<file path="config.mk">
export PLATFORM = sky130hd
export DESIGN_NAME = htmg_front
export DESIGN_NICKNAME = d
export VERILOG_FILES = /design/src/sv/htmg_pkg.sv /design/src/sv/htmg_front.sv
export SDC_FILE = /design/constraint.sdc
export NUM_CORES = 1
export LEC_CHECK = 0
export BUFFER_PORTS_ARGS = -buffer_cell sky130_fd_sc_hd__buf_2
export CORE_ASPECT_RATIO = 1.2
export CORE_MARGIN = 4
export CORE_UTILIZATION = 53
export CTS_CLUSTER_DIAMETER = 150
export DETAILED_ROUTE_END_ITERATION = 16
export PLACE_DENSITY = 0.77
export SLEW_MARGIN = 25
export SYNTH_ARGS = -nofsm -noshare
export SYNTH_HDL_FRONTEND = slang
export SYNTH_SLANG_ARGS = --single-unit
</file>
<file path="constraint.sdc">
create_clock -name clk_i -period 1.9 [get_ports clk_i]
set_input_delay 0.19 -clock clk_i [delete_from_list [all_inputs] [get_ports clk_i]]
set_output_delay 0.19 -clock clk_i [all_outputs]
set_load 0.005 [all_outputs]
</file>
<file path="src/sv/htmg_pkg.sv">
// Package for the histogram trimmed mean gain block.
// Shared constants, register indexes, the back-end state enum and the front-to-back item struct.
package htmg_pkg;

  localparam int unsigned DefBins       = 256;
  localparam int unsigned DefCountWidth = 20;
  localparam int unsigned CfgWidth      = 20;
  localparam int unsigned RowWidth      = 12;
  localparam int unsigned QDepth        = 4;

  localparam logic [1:0] RegMode      = 2'd0;
  localparam logic [1:0] RegFirstRow  = 2'd1;
  localparam logic [1:0] RegLastRow   = 2'd2;
  localparam logic [1:0] RegRefCount  = 2'd3;

  localparam logic [1:0] StatOk       = 2'd0;
  localparam logic [1:0] StatEmpty    = 2'd1;
  localparam logic [1:0] StatNoThresh = 2'd2;

  typedef enum logic [2:0] {
    BK_CLEAR, BK_RUN, BK_WALK, BK_DIVA, BK_DIVG, BK_DONE
  } back_state_e;

  // one classified pixel passed from front to back
  typedef struct packed {
    logic       count;
    logic [7:0] pixel;
    logic       last;
  } item_t;

endpackage

</file>
<file path="src/sv/htmg_front.sv">
// Front end: band check and bin clamp, pushes classified items into a short queue.
// Depends on htmg_pkg.
module htmg_front #(
  parameter int unsigned Bins = 256
) (
  input  logic                            clk_i,
  input  logic                            rst_ni,
  input  logic                            take_i,
  input  logic [7:0]                      pixel_i,
  input  logic [htmg_pkg::RowWidth-1:0]   row_i,
  input  logic                            last_i,
  input  logic [htmg_pkg::RowWidth-1:0]   first_row_i,
  input  logic [htmg_pkg::RowWidth-1:0]   last_row_i,
  input  logic                            pop_i,
  output logic                            full_o,
  output logic                            empty_o,
  output htmg_pkg::item_t                 head_o
);
  import htmg_pkg::*;
  localparam int unsigned PtrW = $clog2(QDepth);

  item_t           fifo_q [QDepth];
  logic [PtrW-1:0] wp_q, rp_q;
  logic [PtrW:0]   cnt_q;
  item_t           it;

  always_comb begin
    it.count = (row_i >= first_row_i) && (row_i <= last_row_i);
    if (Bins < 256 && {24'd0, pixel_i} >= 32'(Bins)) it.pixel = 8'(Bins - 1);
    else it.pixel = pixel_i;
    it.last = last_i;
  end

  assign full_o  = (cnt_q == (PtrW+1)'(QDepth));
  assign empty_o = (cnt_q == '0);
  assign head_o  = fifo_q[rp_q];

  always_ff @(posedge clk_i) begin
    if (take_i) fifo_q[wp_q] <= it;
  end

  always_ff @(posedge clk_i or negedge rst_ni) begin
    if (!rst_ni) begin
      wp_q <= '0; rp_q <= '0; cnt_q <= '0;
    end else begin
      if (take_i) wp_q <= wp_q + 1'b1;
      if (pop_i)  rp_q <= rp_q + 1'b1;
      cnt_q <= cnt_q + (PtrW+1)'(take_i) - (PtrW+1)'(pop_i);
    end
  end
endmodule

</file>
==> run summary <==
The wire length after detailed routing came out at 4150 um. Counting every net in the synthesized netlist gives 248. The register area share after synthesis came out at 56.7%.

The synthesized area per cell came out at 14.4 um^2. The synthesized instance count is 168. The number of DRC violations after detailed-routing iteration 0 is 75. The final max-slew violation count was 0. The global router's overall resource usage is 15.8%. The number of buffers created by CTS came out at 5.

Data arrives at the worst endpoint at 1.49 ns. For this run, global-route usage on met1 was measured as 18.7%. Summed over all nets, the half-perimeter wirelength after detailed placement is 3430 um. The run finished with clean final reports.

The level count of the clock H-tree came out at 2. The count of distinct cell types in the synthesized netlist is 28. The top-area cell type share of the netlist area came out at 49.5%. The number of max-capacitance violations reported came out at 0. In this run the static leakage power is 1.34 nW. The signed area change from the synthesized netlist to the final layout came out at 20.5%. The clock tree root buffer cell is clkbuf_8.

The remaining routing DRC violations came out at 0. The accumulated negative setup slack is 0 ns. The worst setup skew after layout is 0.00564 ns.

The initial core utilization came out at 56.1%. The core area came out at 4330 um^2. In this run the most used layer during global routing was met2.

The clock transition at the register clock pins on the worst setup and hold paths after CTS is 0.08 ns. The final count of hold timing violations is 0. VDD sags by at most 602 uV.

The number of antenna-violating nets in the routed design is 0. Synthesis inferred 47 register bits. Input and output buffers added on the ports amount to 60. The clock insertion delay at the later pin of the skew report is 0.29 ns. The count of nets after finishing came out at 318. The largest total area in the synthesized netlist belongs to edfxtp_1. The initial antenna violation count came out at 0. The worst reg2reg path startpoint is cnt_q[0]$_DFF_PN0_. The tightest min-delay check is of the primary input to flop type. Setup violations remaining at the end of the flow were counted as 0.

The first global-routing pass estimated 7010 um of wire. The number of warnings issued by yosys is 0. The cell area that synthesis handed to floorplanning was 2430 um^2.

The worst pin sits at a relative slew slack of 67.1%. The average detailed-routed wire length per instance is 14.1 um. The maximum number of buffers from clock root to sink came out at 2. For this run, the detailed router's first-pass iteration total came to 4. The worst-path maximum fanout came out at 11. The maximum number of pins on one net before global-route repair is 16. The number of sinks on the clock net came out at 47.

The number of vias in the routed layout came out at 1511. From bottom edge to top edge, the die measures 82.1 um. Tracing the worst setup path back leads to its startpoint at rp_q[1]$_DFFE_PN0P_. The peak clock frequency supported by timing came out at 595 MHz. The floorplan has 26 rows.

After synthesis, the cell types taking the most area are edfxtp_1, ha_1, mux4_2. TritonCTS built the clock tree. In the routed layout, each cell is associated on average with a via count of 5.12. After filler insertion, the fill cell instance count of the layout stands at 329. The final core utilization came out at 67.6%. The number of I/O pins came out at 61. Power spread over the standard cell area amounts to 1090 nW/um^2.

The residual overflow from global routing is 0. The met3 layer usage reported by global route came out at 3.39%. The final weighted congestion of routability-driven global placement came out at 0.772. The minimum period implied by the final worst setup slack is 1.68 ns. The worst setup path is launched from a flop.

The worst path required time came out at 1.71 ns. In this run the most critical hold path is launched from pixel_i[7]. In this run the horizontal extent of the chip is 69.8 um. The type of the worst setup path is flop to output pin. The via count of the first global-routing pass is 1527.

The ratio of cells with drive above 1 in the final layout came out at 35.6%. The transition at the pin with the smallest max-transition slack is 0.494 ns. The met2 usage in global routing came out at 29.0%. The die covers 5730 um^2.

0 antenna diodes ended up in the layout. The worst setup path is captured at an output pin. Setup repair after global routing left no endpoint under its margin. The final clock period utilization by the worst path is 88.5%.
[cells by family (layout without fill, tap and decap cells)]
| logic type | after synthesis | count (layout) | share of synthesized area, % |
|---|---|---|---|
| flip-flops | 47 | 47 | 56.7 |
| buffers and inverters | 33 | 104 | 5.31 |
| adder cells (fa/ha/maj) | 31 | 31 | 16.3 |
| AND/OR/NAND/NOR | 23 | 23 | 5.36 |
| AO/OA/AOI/OAI | 19 | 19 | 5.21 |
| multiplexers | 10 | 10 | 9.28 |
| XOR/XNOR | 5 | 5 | 1.81 |
[sequential cells by signal (all words and copies together) (netlist names)]
register,flops
fifo_q,40
cnt_q,3
rp_q,2
wp_q,2
[layer usage]
| metal | wire length, um | share of wire (%) |
|---|---|---|
| met3 | 199 | 4.8 |
| met1 | 1670 | 40 |
| met5 | 0 | 0 |
| met2 | 2240 | 54 |
| met4 | 47 | 1.1 |
[cell usage in the layout (no fill, tap or decap), types with 2 or more instances in the layout]
master    Yosys  final
xor2_1        2      2
inv_1        31     31
nand4_1       3      3
a21o_1        4      4
a21oi_1       7      7
nand2_1       5      5
ha_1         30     30
nand3_1       2      2
edfxtp_1     40     40
dfrtp_1       7      7
buf_4         1      4
buf_2         1     60
xnor2_1       3      3
o21ai_0       3      3
and2_1        4      4
mux4_2       10     10
nor2_1        4      4
clkbuf_8      0      6
[cell usage after synthesis (all sizes together)]
cell	number
nand2	5
a211oi	1
o21ai	3
fa	1
buf	2
nor3b	1
nor2	4
mux4	10
o22ai	1
ha	30
and2	4
xor2	2
a21o	4
nor3	1
edfxtp	40
o211ai	1
nand3	2
dfrtp	7
xnor2	3
nand4	4
a2bb2oi	1
a21oi	7
or4	1
inv	31
a221o	1
nand2b	1
[power by group]
group / switching [mW] / internal (mW)
clock: 0.319 / 0.297
combinational: 0.470 / 0.575
sequential: 0.144 / 1.38
total: 0.934 / 2.25
[path summary, 6_finish.rpt]
path	slack [ns]	to	depth (start not counted)
worst max-delay path	0.22	head_o[4]	2
worst max register to register	0.22	cnt_q[2]$_DFF_PN0_	8
min in group asynchronous	0.26	cnt_q[0]$_DFF_PN0_	2
max in group asynchronous	1.48	rp_q[0]$_DFFE_PN0P_	2
worst min register to register	0.51	cnt_q[2]$_DFF_PN0_	1
worst min-delay path	0.11	fifo_q[3][8]$_DFFE_PP_	1
[worst max-delay path, stage by stage, from the launching register on]
cell     delay [ns]
dfrtp_1        0.66
mux4_2         0.40
buf_2          0.15
[timing repair]
action,CTS,global route
hold buffers,1,0
hold endpoints to repair,7,0
gates resized for setup,0,0
setup buffers,0,0
[layout make-up]
cell class | instances | area [um^2] | area share (%)
clock inverter | 2 | 16.3 | 0.557
clock buffer | 6 | 82.6 | 2.83
sequential | 47 | 1380 | 47.1
multi-input combinational | 88 | 921 | 31.5
tap | 56 | 70.1 | 2.40
inverter | 31 | 116 | 3.98
timing repair buffer | 65 | 340 | 11.6
[through the flow]
step / worst slack, ns / std cells / cell area (um^2) / total power [mW] / hold WS (ns)
global route: 0.0701 / 295 / 2920 / 3.43 / 0.0878
floorplan: 0.309 / 168 / 2430 / 2.21 / -0.106
finish: 0.218 / 295 / 2920 / 3.19 / 0.109
global placement: 0.178 / 286 / 2810 / 2.58 / 0.0325
CTS: 0.161 / 295 / 2920 / 3.25 / 0.0964
detailed placement: 0.164 / 286 / 2810 / 2.63 / 0.0408
Power figures use the tool's default switching activity.
